$ cat config.mk
export PLATFORM = sky130hd
export DESIGN_NAME = affinity_round_robin_scheduler
export DESIGN_NICKNAME = d
export VERILOG_FILES = /design/src/design/arrs_pkg.sv /design/src/design/arrs_ram.sv /design/src/design/arrs_dp.sv /design/src/design/arrs_ctrl.sv /design/src/design/affinity_round_robin_scheduler.sv
export SDC_FILE = /design/constraint.sdc
export NUM_CORES = 1
export LEC_CHECK = 0
export ABC_AREA = 1
export BUFFER_PORTS_ARGS = -buffer_cell sky130_fd_sc_hd__buf_4
export CELL_PAD_IN_SITES_DETAIL_PLACEMENT = 1
export CELL_PAD_IN_SITES_GLOBAL_PLACEMENT = 2
export CORE_MARGIN = 2
export CORE_UTILIZATION = 36
export DETAILED_ROUTE_END_ITERATION = 7
export PLACE_DENSITY = 0.73
export SETUP_SLACK_MARGIN = 0.3
export SLEW_MARGIN = 20
export SYNTH_ARGS = -nofsm -noshare
export SYNTH_HDL_FRONTEND = slang
export SYNTH_HIERARCHICAL = 1
export SYNTH_SLANG_ARGS = --single-unit
$ cat constraint.sdc
create_clock -name clock -period 3.2 [get_ports clock]
set_input_delay 0.64 -clock clock [delete_from_list [all_inputs] [get_ports clock]]
set_output_delay 0.64 -clock clock [all_outputs]
set_load 0.1 [all_outputs]
$ cat src/design/arrs_pkg.sv
// Shared types and codes for the affinity round-robin scheduler.
package arrs_pkg;

   localparam int TASK_W = 4;
   localparam int AFF_W  = 2;

   // Operation codes carried in the mode field
   localparam logic [1:0] MODE_READY = 2'd0;
   localparam logic [1:0] MODE_SCHED = 2'd1;
   localparam logic [1:0] MODE_KILL  = 2'd2;

   // Result status codes
   localparam logic [1:0] STATUS_OK        = 2'd0;
   localparam logic [1:0] STATUS_DENIED    = 2'd1;
   localparam logic [1:0] STATUS_NOT_ALIVE = 2'd2;
   localparam logic [1:0] STATUS_FULL      = 2'd3;

   // Task ids with fixed roles
   localparam logic [TASK_W-1:0] TASK_IDLE = 4'd0;
   localparam logic [TASK_W-1:0] TASK_INIT = 4'd1;

   typedef struct packed {
      logic [1:0]        mode;
      logic [TASK_W-1:0] task_id;
      logic [AFF_W-1:0]  affinity;
      logic              core;
      logic              still_running;
   } req_word_type;

   typedef struct packed {
      logic [TASK_W-1:0] next_task;
      logic              from_queue;
      logic              requeued;
      logic [1:0]        status;
   } rsp_word_type;

   // Source of the chosen task
   typedef enum logic [1:0] {
      NEXT_HOLD,
      NEXT_FOUND,
      NEXT_KEEP
   } next_sel_type;

   // Which id a search looks for or an append writes
   typedef enum logic {
      KEY_TASK,
      KEY_CUR
   } key_sel_type;

   typedef struct packed {
      logic         load_item;
      logic         scan_clear;
      logic         scan_run;
      logic         scan_aff;
      key_sel_type  key_sel;
      logic         latch_cur;
      logic         shift_clear;
      logic         shift_run;
      logic         count_dec;
      logic         append;
      logic         aff_write;
      logic         alive_set;
      logic         alive_clr;
      next_sel_type next_sel;
      logic         set_fromq;
      logic         set_req;
      logic         set_status;
      logic [1:0]   status_val;
      logic         set_current;
      logic         out_load;
   } dp_cmd_type;

   typedef struct packed {
      logic [1:0] mode;
      logic       id_zero;
      logic       id_one;
      logic       id_ok;
      logic       id_alive;
      logic       scan_hit;
      logic       scan_end;
      logic       shift_done;
      logic       queue_full;
      logic       requeue_need;
      logic       rsp_busy;
   } dp_stat_type;

endpackage

$ cat src/design/arrs_ram.sv
// Generic single-write, single-read RAM with registered read data.
module arrs_ram #(
   parameter int WIDTH = 4,
   parameter int DEPTH = 16,
   localparam int ADDR_W = (DEPTH > 1) ? $clog2(DEPTH) : 1
) (
   input  logic              clock,
   input  logic              wr_en,
   input  logic [ADDR_W-1:0] wr_addr,
   input  logic [WIDTH-1:0]  wr_data,
   input  logic [ADDR_W-1:0] rd_addr,
   output logic [WIDTH-1:0]  rd_data
);

   logic [WIDTH-1:0] mem_ff [DEPTH];
   logic [WIDTH-1:0] rd_data_ff;

   // Write port and registered read port
   always_ff @(posedge clock) begin
      if (wr_en) begin
         mem_ff[wr_addr] <= wr_data;
      end
      rd_data_ff <= mem_ff[rd_addr];
   end

   assign rd_data = rd_data_ff;

endmodule

$ cat src/design/arrs_dp.sv
// Scheduler datapath: ready queue, task tables, search and shift pipelines.
module arrs_dp #(
   parameter int MAX_TASKS = 16
) (
   input  logic                 clock,
   input  logic                 reset,
   input  arrs_pkg::req_word_type req_word,
   input  logic                 rsp_stall,
   output logic                 rsp_valid,
   output arrs_pkg::rsp_word_type rsp_word,
   input  arrs_pkg::dp_cmd_type   cmd,
   output arrs_pkg::dp_stat_type  stat
);

   import arrs_pkg::*;

   localparam int QDEPTH = MAX_TASKS - 1;
   localparam int CNT_W  = $clog2(MAX_TASKS);
   localparam int POS_W  = CNT_W + 1;
   localparam int QIDX_W = (QDEPTH > 1) ? $clog2(QDEPTH) : 1;
   localparam int TIDX_W = $clog2(MAX_TASKS);

   function automatic logic id_ok(input logic [TASK_W-1:0] id);
      return 8'(id) < 8'(MAX_TASKS);
   endfunction

   req_word_type      item_ff;
   logic [CNT_W-1:0]  count_ff;
   logic [MAX_TASKS-1:0] alive_ff;
   logic [TASK_W-1:0] core_current_ff [2];

   // search pipeline
   logic [POS_W-1:0]  issue_ff;
   logic              s1_valid_ff;
   logic [POS_W-1:0]  s1_pos_ff;
   logic              s2_valid_ff;
   logic [POS_W-1:0]  s2_pos_ff;
   logic [TASK_W-1:0] s2_id_ff;

   // shift pipeline for removal
   logic [POS_W-1:0]  sh_rd_ff;
   logic              sh_wv_ff;
   logic [POS_W-1:0]  sh_wpos_ff;

   // current task of the scheduled core
   logic [TASK_W-1:0] cur_ff;
   logic              running_ff;
   logic              keep_ff;

   // result under construction and output word
   logic [TASK_W-1:0] next_ff;
   logic              fromq_ff;
   logic              req_ff;
   logic [1:0]        status_ff;
   rsp_word_type      rsp_word_ff;
   logic              rsp_valid_ff;

   logic [TASK_W-1:0] list_rd;
   logic [AFF_W-1:0]  aff_rd;
   logic              list_wr_en;
   logic [QIDX_W-1:0] list_wr_addr;
   logic [TASK_W-1:0] list_wr_data;
   logic [QIDX_W-1:0] list_rd_addr;
   logic [TIDX_W-1:0] aff_rd_addr;
   logic [TASK_W-1:0] key_id;
   logic [TASK_W-1:0] cur_now;
   logic [POS_W-1:0]  count_pos;
   logic              s2_in_range;
   logic              match;
   logic              hit;
   logic              running_now;

   assign count_pos = {1'b0, count_ff};
   assign key_id    = (cmd.key_sel == KEY_CUR) ? cur_ff : item_ff.task_id;
   assign cur_now   = core_current_ff[item_ff.core];

   // Memory ports
   assign list_rd_addr = cmd.shift_run ? QIDX_W'(sh_rd_ff) : QIDX_W'(issue_ff);
   assign list_wr_en   = sh_wv_ff || cmd.append;
   assign list_wr_addr = sh_wv_ff ? QIDX_W'(sh_wpos_ff) : QIDX_W'(count_ff);
   assign list_wr_data = sh_wv_ff ? list_rd : key_id;
   assign aff_rd_addr  = cmd.scan_run ? TIDX_W'(list_rd) : TIDX_W'(cur_now);

   arrs_ram #(.WIDTH(TASK_W), .DEPTH(QDEPTH)) u_list (
      .clock   (clock),
      .wr_en   (list_wr_en),
      .wr_addr (list_wr_addr),
      .wr_data (list_wr_data),
      .rd_addr (list_rd_addr),
      .rd_data (list_rd)
   );

   arrs_ram #(.WIDTH(AFF_W), .DEPTH(MAX_TASKS)) u_aff (
      .clock   (clock),
      .wr_en   (cmd.aff_write),
      .wr_addr (TIDX_W'(item_ff.task_id)),
      .wr_data (item_ff.affinity),
      .rd_addr (aff_rd_addr),
      .rd_data (aff_rd)
   );

   // Search result at the last pipeline stage
   assign s2_in_range = s2_valid_ff && (s2_pos_ff < count_pos);
   assign match       = cmd.scan_aff ? aff_rd[item_ff.core] : (s2_id_ff == key_id);
   assign hit         = s2_in_range && match;

   assign running_now = (cur_now != TASK_IDLE) && id_ok(cur_now) && item_ff.still_running
                        && alive_ff[TIDX_W'(cur_now)];

   // Status to the controller
   always_comb begin
      stat.mode         = item_ff.mode;
      stat.id_zero      = (item_ff.task_id == TASK_IDLE);
      stat.id_one       = (item_ff.task_id == TASK_INIT);
      stat.id_ok        = id_ok(item_ff.task_id);
      stat.id_alive     = alive_ff[TIDX_W'(item_ff.task_id)];
      stat.scan_hit     = hit;
      stat.scan_end     = s2_valid_ff && !s2_in_range;
      stat.shift_done   = !(sh_rd_ff < count_pos) && !sh_wv_ff;
      stat.queue_full   = (count_ff >= CNT_W'(QDEPTH));
      stat.requeue_need = running_ff && (cur_ff != next_ff);
      stat.rsp_busy     = rsp_valid_ff && rsp_stall;
   end

   // Control state
   always_ff @(posedge clock) begin
      if (reset) begin
         count_ff           <= '0;
         alive_ff           <= '0;
         core_current_ff[0] <= TASK_IDLE;
         core_current_ff[1] <= TASK_IDLE;
         s1_valid_ff        <= 1'b0;
         s2_valid_ff        <= 1'b0;
         sh_wv_ff           <= 1'b0;
         rsp_valid_ff       <= 1'b0;
      end else begin
         // queue length
         if (cmd.append) begin
            count_ff <= count_ff + CNT_W'(1);
         end else if (cmd.count_dec) begin
            count_ff <= count_ff - CNT_W'(1);
         end
         // alive flags
         if (cmd.alive_set) begin
            alive_ff[TIDX_W'(item_ff.task_id)] <= 1'b1;
         end else if (cmd.alive_clr) begin
            alive_ff[TIDX_W'(item_ff.task_id)] <= 1'b0;
         end
         if (cmd.set_current) begin
            core_current_ff[item_ff.core] <= next_ff;
         end
         // search stage valids
         if (cmd.scan_clear) begin
            s1_valid_ff <= 1'b0;
            s2_valid_ff <= 1'b0;
         end else if (cmd.scan_run) begin
            s1_valid_ff <= 1'b1;
            s2_valid_ff <= s1_valid_ff;
         end
         // shift write stage
         if (cmd.shift_clear) begin
            sh_wv_ff <= 1'b0;
         end else if (cmd.shift_run) begin
            sh_wv_ff <= (sh_rd_ff < count_pos);
         end
         // output word handshake
         if (cmd.out_load) begin
            rsp_valid_ff <= 1'b1;
         end else if (!rsp_stall) begin
            rsp_valid_ff <= 1'b0;
         end
      end
   end

   // Payload registers
   always_ff @(posedge clock) begin
      if (cmd.load_item) begin
         item_ff   <= req_word;
         next_ff   <= TASK_IDLE;
         fromq_ff  <= 1'b0;
         req_ff    <= 1'b0;
         status_ff <= STATUS_OK;
      end else begin
         case (cmd.next_sel)
            NEXT_FOUND: next_ff <= s2_id_ff;
            NEXT_KEEP:  next_ff <= keep_ff ? cur_ff : TASK_IDLE;
            default:    next_ff <= next_ff;
         endcase
         if (cmd.set_fromq) begin
            fromq_ff <= 1'b1;
         end
         if (cmd.set_req) begin
            req_ff <= 1'b1;
         end
         if (cmd.set_status) begin
            status_ff <= cmd.status_val;
         end
      end
      // search pipeline positions
      if (cmd.scan_clear) begin
         issue_ff <= '0;
      end else if (cmd.scan_run) begin
         issue_ff  <= issue_ff + POS_W'(1);
         s1_pos_ff <= issue_ff;
         s2_pos_ff <= s1_pos_ff;
         s2_id_ff  <= list_rd;
      end
      // shift: read entry i+1, write it to i in the following cycle
      if (cmd.shift_clear) begin
         sh_rd_ff <= s2_pos_ff + POS_W'(1);
      end else if (cmd.shift_run && (sh_rd_ff < count_pos)) begin
         sh_wpos_ff <= sh_rd_ff - POS_W'(1);
         sh_rd_ff   <= sh_rd_ff + POS_W'(1);
      end
      // current task snapshot for the scheduled core
      if (cmd.latch_cur) begin
         cur_ff     <= cur_now;
         running_ff <= running_now;
         keep_ff    <= running_now && aff_rd[item_ff.core];
      end
      if (cmd.out_load) begin
         rsp_word_ff.next_task  <= next_ff;
         rsp_word_ff.from_queue <= fromq_ff;
         rsp_word_ff.requeued   <= req_ff;
         rsp_word_ff.status     <= status_ff;
      end
   end

   assign rsp_valid = rsp_valid_ff;
   assign rsp_word  = rsp_word_ff;

endmodule

$ cat src/design/arrs_ctrl.sv
// Scheduler controller: sequences search, removal, append and result words.
module arrs_ctrl (
   input  logic                 clock,
   input  logic                 reset,
   input  logic                 req_valid,
   output logic                 req_stall,
   input  arrs_pkg::dp_stat_type  stat,
   output arrs_pkg::dp_cmd_type   cmd
);

   import arrs_pkg::*;

   typedef enum logic [3:0] {
      ST_IDLE,
      ST_DECODE,
      ST_R_SCAN,
      ST_S_CUR,
      ST_S_SCAN,
      ST_SHIFT,
      ST_REQ_CHK,
      ST_Q_SCAN,
      ST_COMMIT,
      ST_K_SCAN,
      ST_FINISH
   } state_type;

   state_type state_ff;
   state_type state_in;

   // State register
   always_ff @(posedge clock) begin
      if (reset) begin
         state_ff <= ST_IDLE;
      end else begin
         state_ff <= state_in;
      end
   end

   assign req_stall = (state_ff != ST_IDLE);

   // Next state and datapath commands
   always_comb begin
      cmd         = '0;
      cmd.key_sel = KEY_TASK;
      cmd.next_sel = NEXT_HOLD;
      state_in    = state_ff;
      unique case (state_ff)
         ST_IDLE: begin
            if (req_valid) begin
               cmd.load_item = 1'b1;
               state_in      = ST_DECODE;
            end
         end
         ST_DECODE: begin
            cmd.scan_clear = 1'b1;
            unique case (stat.mode)
               MODE_READY: begin
                  if (stat.id_zero || !stat.id_ok) begin
                     cmd.set_status = 1'b1;
                     cmd.status_val = STATUS_DENIED;
                     state_in       = ST_FINISH;
                  end else begin
                     state_in = ST_R_SCAN;
                  end
               end
               MODE_SCHED: state_in = ST_S_CUR;
               MODE_KILL: begin
                  if (stat.id_one) begin
                     cmd.set_status = 1'b1;
                     cmd.status_val = STATUS_DENIED;
                     state_in       = ST_FINISH;
                  end else if (!stat.id_ok || !stat.id_alive) begin
                     cmd.set_status = 1'b1;
                     cmd.status_val = STATUS_NOT_ALIVE;
                     state_in       = ST_FINISH;
                  end else begin
                     state_in = ST_K_SCAN;
                  end
               end
               default: state_in = ST_FINISH;
            endcase
         end
         // make ready: look for the task already queued
         ST_R_SCAN: begin
            cmd.scan_run = 1'b1;
            if (stat.scan_hit) begin
               cmd.aff_write = 1'b1;
               cmd.alive_set = 1'b1;
               state_in      = ST_FINISH;
            end else if (stat.scan_end) begin
               if (stat.queue_full) begin
                  cmd.set_status = 1'b1;
                  cmd.status_val = STATUS_FULL;
               end else begin
                  cmd.append    = 1'b1;
                  cmd.aff_write = 1'b1;
                  cmd.alive_set = 1'b1;
               end
               state_in = ST_FINISH;
            end
         end
         // schedule: snapshot the core's current task
         ST_S_CUR: begin
            cmd.latch_cur = 1'b1;
            state_in      = ST_S_SCAN;
         end
         // schedule: first queued task allowed on the core
         ST_S_SCAN: begin
            cmd.scan_run = 1'b1;
            cmd.scan_aff = 1'b1;
            if (stat.scan_hit) begin
               cmd.next_sel    = NEXT_FOUND;
               cmd.set_fromq   = 1'b1;
               cmd.shift_clear = 1'b1;
               state_in        = ST_SHIFT;
            end else if (stat.scan_end) begin
               cmd.next_sel = NEXT_KEEP;
               state_in     = ST_REQ_CHK;
            end
         end
         // close the gap left by the removed entry
         ST_SHIFT: begin
            cmd.shift_run = 1'b1;
            if (stat.shift_done) begin
               cmd.count_dec = 1'b1;
               state_in      = (stat.mode == MODE_SCHED) ? ST_REQ_CHK : ST_FINISH;
            end
         end
         ST_REQ_CHK: begin
            cmd.scan_clear = 1'b1;
            state_in       = stat.requeue_need ? ST_Q_SCAN : ST_COMMIT;
         end
         // requeue the displaced task unless already queued
         ST_Q_SCAN: begin
            cmd.scan_run = 1'b1;
            cmd.key_sel  = KEY_CUR;
            if (stat.scan_hit) begin
               state_in = ST_COMMIT;
            end else if (stat.scan_end) begin
               if (stat.queue_full) begin
                  cmd.set_status = 1'b1;
                  cmd.status_val = STATUS_FULL;
               end else begin
                  cmd.append  = 1'b1;
                  cmd.set_req = 1'b1;
               end
               state_in = ST_COMMIT;
            end
         end
         ST_COMMIT: begin
            cmd.set_current = 1'b1;
            state_in        = ST_FINISH;
         end
         // kill: drop the task from the queue if present
         ST_K_SCAN: begin
            cmd.scan_run = 1'b1;
            if (stat.scan_hit) begin
               cmd.alive_clr   = 1'b1;
               cmd.shift_clear = 1'b1;
               state_in        = ST_SHIFT;
            end else if (stat.scan_end) begin
               cmd.alive_clr = 1'b1;
               state_in      = ST_FINISH;
            end
         end
         ST_FINISH: begin
            if (!stat.rsp_busy) begin
               cmd.out_load = 1'b1;
               state_in     = ST_IDLE;
            end
         end
         default: state_in = ST_IDLE;
      endcase
   end

endmodule

$ cat src/design/affinity_round_robin_scheduler.sv
// Two-core round-robin scheduler with per-task affinity: top level.
// One word at a time. A kill that hits ends its search there and the removal
// shift covers the rest of the queue. The search and the shift both use the
// single read port of the ready-list RAM. Synchronous reset empties the queue,
// clears all alive flags and sets both cores to the idle task.
module affinity_round_robin_scheduler #(
   parameter int MAX_TASKS = 16
) (
   input  logic                   clock,
   input  logic                   reset,
   input  logic                   req_valid,
   output logic                   req_stall,
   input  arrs_pkg::req_word_type req_word,
   output logic                   rsp_valid,
   input  logic                   rsp_stall,
   output arrs_pkg::rsp_word_type rsp_word
);

   import arrs_pkg::*;

   dp_cmd_type  cmd;
   dp_stat_type stat;

   arrs_ctrl u_ctrl (
      .clock     (clock),
      .reset     (reset),
      .req_valid (req_valid),
      .req_stall (req_stall),
      .stat      (stat),
      .cmd       (cmd)
   );

   arrs_dp #(.MAX_TASKS(MAX_TASKS)) u_dp (
      .clock     (clock),
      .reset     (reset),
      .req_word  (req_word),
      .rsp_stall (rsp_stall),
      .rsp_valid (rsp_valid),
      .rsp_word  (rsp_word),
      .cmd       (cmd),
      .stat      (stat)
   );

endmodule

=== Word-level counts from Yosys, hierarchy flattened ===
Memory sizes are Yosys's and may differ from the RTL's. A register that Yosys moved wholly into a read port is not among the register bits.
Cells that the tools add are included.

* Bits in writable memories: 100
* Logic and storage cells: 200
* Input port bits: 14
* Output and inout port bits: 10
* Register bits: 88
* Memories kept: 3

{| class="wikitable"
|+ Memories
! memory !! words !! bits a word !! rd ports !! clocked after Yosys merged registers in !! write ports !! RTL line !! RTL
|-
| u_dp.u_list.mem_ff || 15 || 4 || 1 || 1 || 1 || arrs_ram.sv:15 || <nowiki>logic [WIDTH-1:0] mem_ff [DEPTH];</nowiki>
|-
| u_dp.u_aff.mem_ff || 16 || 2 || 1 || 1 || 1 || arrs_ram.sv:15 ||
|-
| u_dp.core_current_ff || 2 || 4 || 1 || 1 || 2 || arrs_dp.sv:30 || <nowiki>logic [TASK_W-1:0] core_current_ff [2];</nowiki>
|}

* Reductions and logical operators: 33
* Bitwise operators: 5
* Equal/unequal tests: 23
* Multiplexer cells: 94
* $add $sub $neg: 6
* Magnitude comparators: 7

{| class="wikitable"
|+ Operators with widths
! operator !! count
|-
| 4-bit two-way mux || 24
|-
| 4-bit one-hot mux with 11 select lines || 1
|-
| 1-bit two-way mux || 41
|-
| 16-bit two-way mux || 2
|-
| 3-bit two-way mux || 9
|-
| 16-bit bitwise AND || 1
|-
| 4-bit by 3-bit equality test with 1-bit output (second input constant) || 4
|-
| 16-bit NOT || 1
|-
| 16-bit OR || 1
|-
| 5-bit by 1-bit adder with 5-bit output (second input constant) || 3
|-
| 2-bit two-way mux || 7
|-
| 4-bit equality test (second input constant) || 3
|-
| 4-bit one-hot mux with 3 select lines || 1
|-
| 1-bit logical AND || 11
|-
| 4-bit by 5-bit less-than comparator with 1-bit output (second input constant) || 2
|-
| 5-bit by 4-bit less-than comparator with 1-bit output || 2
|-
| 5-bit two-way mux || 2
|-
| 3-bit one-hot mux with 3 select lines || 1
|-
| 1-bit binary-select mux with 4-bit select || 2
|-
| 4-bit by 1-bit equality test with 1-bit output (second input constant) || 2
|-
| 4-bit by 2-bit equality test with 1-bit output (second input constant) || 2
|-
| 4-bit logical NOT || 2
|-
| 4-bit one-hot mux with 2 select lines || 1
|-
| 2-bit nonzero test || 4
|-
| other kinds (24) || 39
|}

=== Depth between registers and ports, before layout ===
* Depth after elaboration: 11
* Gate-level depth with buffers: 26
* Depth with buffers taken out: 25

=== Hierarchy ===
The synthesis kept the hierarchy.

{| class="wikitable"
|+ By module, submodules not included
! module !! cells an instance !! times used !! area an instance (um^2)
|-
| arrs_dp || 513 || 1 || 4479.3
|-
| arrs_ram at u_dp.u_list || 269 || 1 || 2811.4
|-
| arrs_ram at u_dp.u_aff || 159 || 1 || 1531.5
|-
| arrs_ctrl || 148 || 1 || 730.7
|}

=== Least setup slack after synthesis ===
No wires, ideal clock.

* Path type: register -> register
* From: register u_ctrl.state_ff[0]
* To: register u_dp.count_ff[3]
* Cell stages (with the launch flop): 23
* Library setup time: 0.122 ns
* Required time: 3.078 ns
* Path buffers: 1
* Path slack: 0.077 ns
* Data arrival time: 3.001 ns
* Cells stage by stage: dfxtp_1 > nand2_1 > nor2_2 > nand2_1 > o21ai_0 > xor2_1 > nor2_1 > nand2_1 > nand2_1 > nand2_1 > nor2_1 > buf_4 > inv_1 > nand2_1 > nor3_1 > inv_1 > ha_1 > nand2_1 > nand2_1 > a21oi_1 > o21ai_0 > o21ai_0 > a21oi_1

{| class="wikitable"
|+ RTL lines
! item !! RTL line !! RTL
|-
| from (decl) || arrs_ctrl.sv:27 || <nowiki>state_type state_ff;</nowiki>
|-
| from (signal assigned) || arrs_ctrl.sv:35 || <nowiki>state_ff <= state_in;</nowiki>
|-
| to (signal assigned) || arrs_dp.sv:139 || <nowiki>count_ff <= count_ff + CNT_W'(1);</nowiki>
|-
| to (signal assigned) || arrs_dp.sv:141 || <nowiki>count_ff <= count_ff - CNT_W'(1);</nowiki>
|-
| to (decl) || arrs_dp.sv:28 || <nowiki>logic [CNT_W-1:0] count_ff;</nowiki>
|}

==> impl_metrics.ini <==
[synthesis]
synth-edff-count = 147
synth-compound-area-share_pct = 6.61
synth_seq_cells = 195
synth-adder-area-share_pct = 1.78
synth_top_flop_cell = edfxtp_1
async_flop_share_pct = 0
synthSimpleGateAreaFrac_pct = 24.7
ys_seq_area_share_pct = 56.3
ys.warnings.count = 6
synth_xor_area_share_pct = 1.01
synth.distinct_cells = 45
syn_avg_cell_area_sq_um = 8.77
syn-cell-area_sq_um = 9550
synth_nets = 1116
synth_mux_area_share_pct = 0.210
syn_inst = 1089
synth_top_family_by_area = simple AND/OR/NAND/NOR gates

[power_and_ir_drop]
power_mw = 8.30
power_leakage_nw = 4.55
power_density_nw_per_um2 = 746
vdd_drop_max_mv = 0.663

[routing]
viasPerCell = 4.85
post_drt_wl_per_cell_microns = 17.0
first_pass_iters = 5
drtIter0Drc = 330
drc_errors = 0
drt-total-wl_mm = 25.3
ant_nets = 0
via_count = 7255

[layout]
multi_input_area_sq_um = 3570
num-fill-cells = 3048
final_cell_mix = nand2_1, inv_1, edfxtp_1, nand3_1, nor2_1
antenna_cells = 0
final_common_cell = nand2_1
area_growth_syn_to_layout_pct = 16.5
drive_gt1_share_pct = 18.6
fin_nets = 1174
register_area_sq_um = 5380

[place]
place_worst_setup_slack_ps = 97.8
place_congestion = 0.807
numPortBuffers = 23
detailed_place_hpwl_mm = 18.5

[worst_setup_path]
criticalPathCategory = reg2reg
worst_setup_path_start_kind = flop
worstPathArrival_ps = 3250
rr_worst_depth = 20
cp_max_fo = 5
worst_ep_required_time_ps = 3560
endpoint_kind = flop

[run]
cap_violations = 0

[sta]
tightestPinTransition_ps = 826
fin_hold_ws_ps = 377
timing.fmax_mhz = 345
min_period_over_period_pct = 90.5
fin_worst_skew_ps = 16.0
min_period_ps = 2900
setup_viol = 0
layout_setup_ws_ps = 305
max_slew_margin_pct = 44.3
hold_violations = 0
fin_setup_tns_ps = 0
rsz0062_at_grt = true
slew_violations = 0

[global_route]
overflow = 0
grt_max_degree = 29
antenna_found_initial = 0
grt_pass1_vias = 7477
grt_pass1_wl_mm = 40.6
grt.total_usage_pct = 18.7

[clock_network]
cts_root_buf = clkbuf_16
cts_buffers = 17
cts_htree_levels = 4
cts_max_path_buffers = 2
cts_tree = done
clock_sinks = 195
insertion_delay_ps = 440
path_clk_slew_ps = 80
hold_buffers = 0

[die]
die-area_sq_um = 27900
die_x_microns = 167
initial_core_util_pct = 36.7
floorplan.core_area_sq_um = 26100
num_io_pins = 24
die_h_microns = 167
fp-row-count = 59

[min_path]
hold_class = in2reg
whs_path_depth = 1

[outcome]
status = completed
-- worst max-delay path, stage by stage (launching register included) --
cell and delay, ps:
dfxtp_2 330, inv_2 80, nand2_4 80, nor2_4 210, buf_4 150, o21ai_2 60, xor2_1 170, nor2_1 60
nand2_1 50, nand2_1 50, nand2_1 70, nor2_2 50, inv_2 120, nand2_4 70, nor3_4 140, inv_2 100
buf_4 140, buf_4 130, fa_1 560, o21ai_1 80, a21oi_1 130
-- report_power, final --
group / switching (mW) / total (mW) / internal (mW)
registers: 0.194 / 3.29 / 3.10
logic: 2.04 / 2.86 / 0.826
clock network: 1.09 / 2.15 / 1.05
-- synth_stat cells (all sizes together) (4+ instances only) --
library cell	number	area share (%)
inv	171	6.8
nor2	131	5.6
clkbuf	12	0.80
xor2	6	0.55
dfxtp	48	10
nand3b	4	0.31
ha	12	1.6
buf	17	1.8
o22ai	4	0.26
nor3	6	0.31
xnor2	5	0.46
edfxtp	147	46
a221oi	4	0.37
nand3	97	5.4
o21ai	60	3.2
nand2	308	13
a21oi	34	1.8
-- metrics by stage --
| stage | std cells | utilization, % | instance area (sq um) |
|---|---|---|---|
| 6_report | 1495 | 42.7 | 11100 |
| 5_1_grt | 1495 | 42.7 | 11100 |
| 4_1_cts | 1487 | 41.5 | 10800 |
| 3_5_place_dp | 1451 | 39.0 | 10200 |
| 3_3_place_gp | 1451 | 39.0 | 10200 |
| 2_1_floorplan | 1089 | - | 9560 |
-- worst paths after layout --
check,startpoint,to,slack [ps]
setup reg to reg,u_ctrl/state_ff[3],u_dp/count_ff[1],300
setup / recovery,u_ctrl/state_ff[3],u_dp/count_ff[1],300
hold reg to reg,u_dp/s1_pos_ff[4],u_dp/s2_pos_ff[4],420
hold / removal,req_word[6],u_dp/item_ff[6],380
-- area by class of cell --
class,instances,area share (%)
Sequential cell,195,48.4
Multi-Input combinational cell,695,32.1
Inverter,171,5.81
Timing Repair Buffer,67,4.62
Clock buffer,18,3.86
Tap cell,335,3.77
Clock inverter,14,1.45
-- flip-flops by register name, summed over array words and instances (netlist names), 5 cells and up, named ones only --
| register | flops |
|---|---|
| u_dp/u_list/mem_ff | 60 |
| u_dp/u_aff/mem_ff | 32 |
| u_dp/core_current_ff | 8 |
| u_dp/item_ff | 8 |
| u_dp/rsp_word | 8 |
| u_dp/issue_ff | 5 |
| u_dp/s1_pos_ff | 5 |
| u_dp/s2_pos_ff | 5 |
| u_dp/sh_rd_ff | 5 |
-- what timing repair did --
item                       4_1_cts  5_1_grt
buffers inserted                 3        8
setup endpoints to repair      111      118
gates cloned                     1        0
gates resized for setup         14       94
pin swaps                        3       21
-- layer usage --
metal	vias up	wire length [microns]	global-route usage (%)
met5	-	0	0
met4	0	190	4.31
met3	12	489	2.64
met2	67	12100	30.5
met1	3532	12500	26.3
li1	3644	-	-
-- cell families (layout without fill, tap and decap cells) --
family	Yosys count	count (layout)
simple gates	553	554
buf+inv	200	270
flops	195	195
compound gates	114	114
fa+ha+maj	13	13
xor+xnor	11	11
mux	2	2
other cells	1	1
No activity file was read; power rests on OpenSTA's default activity.
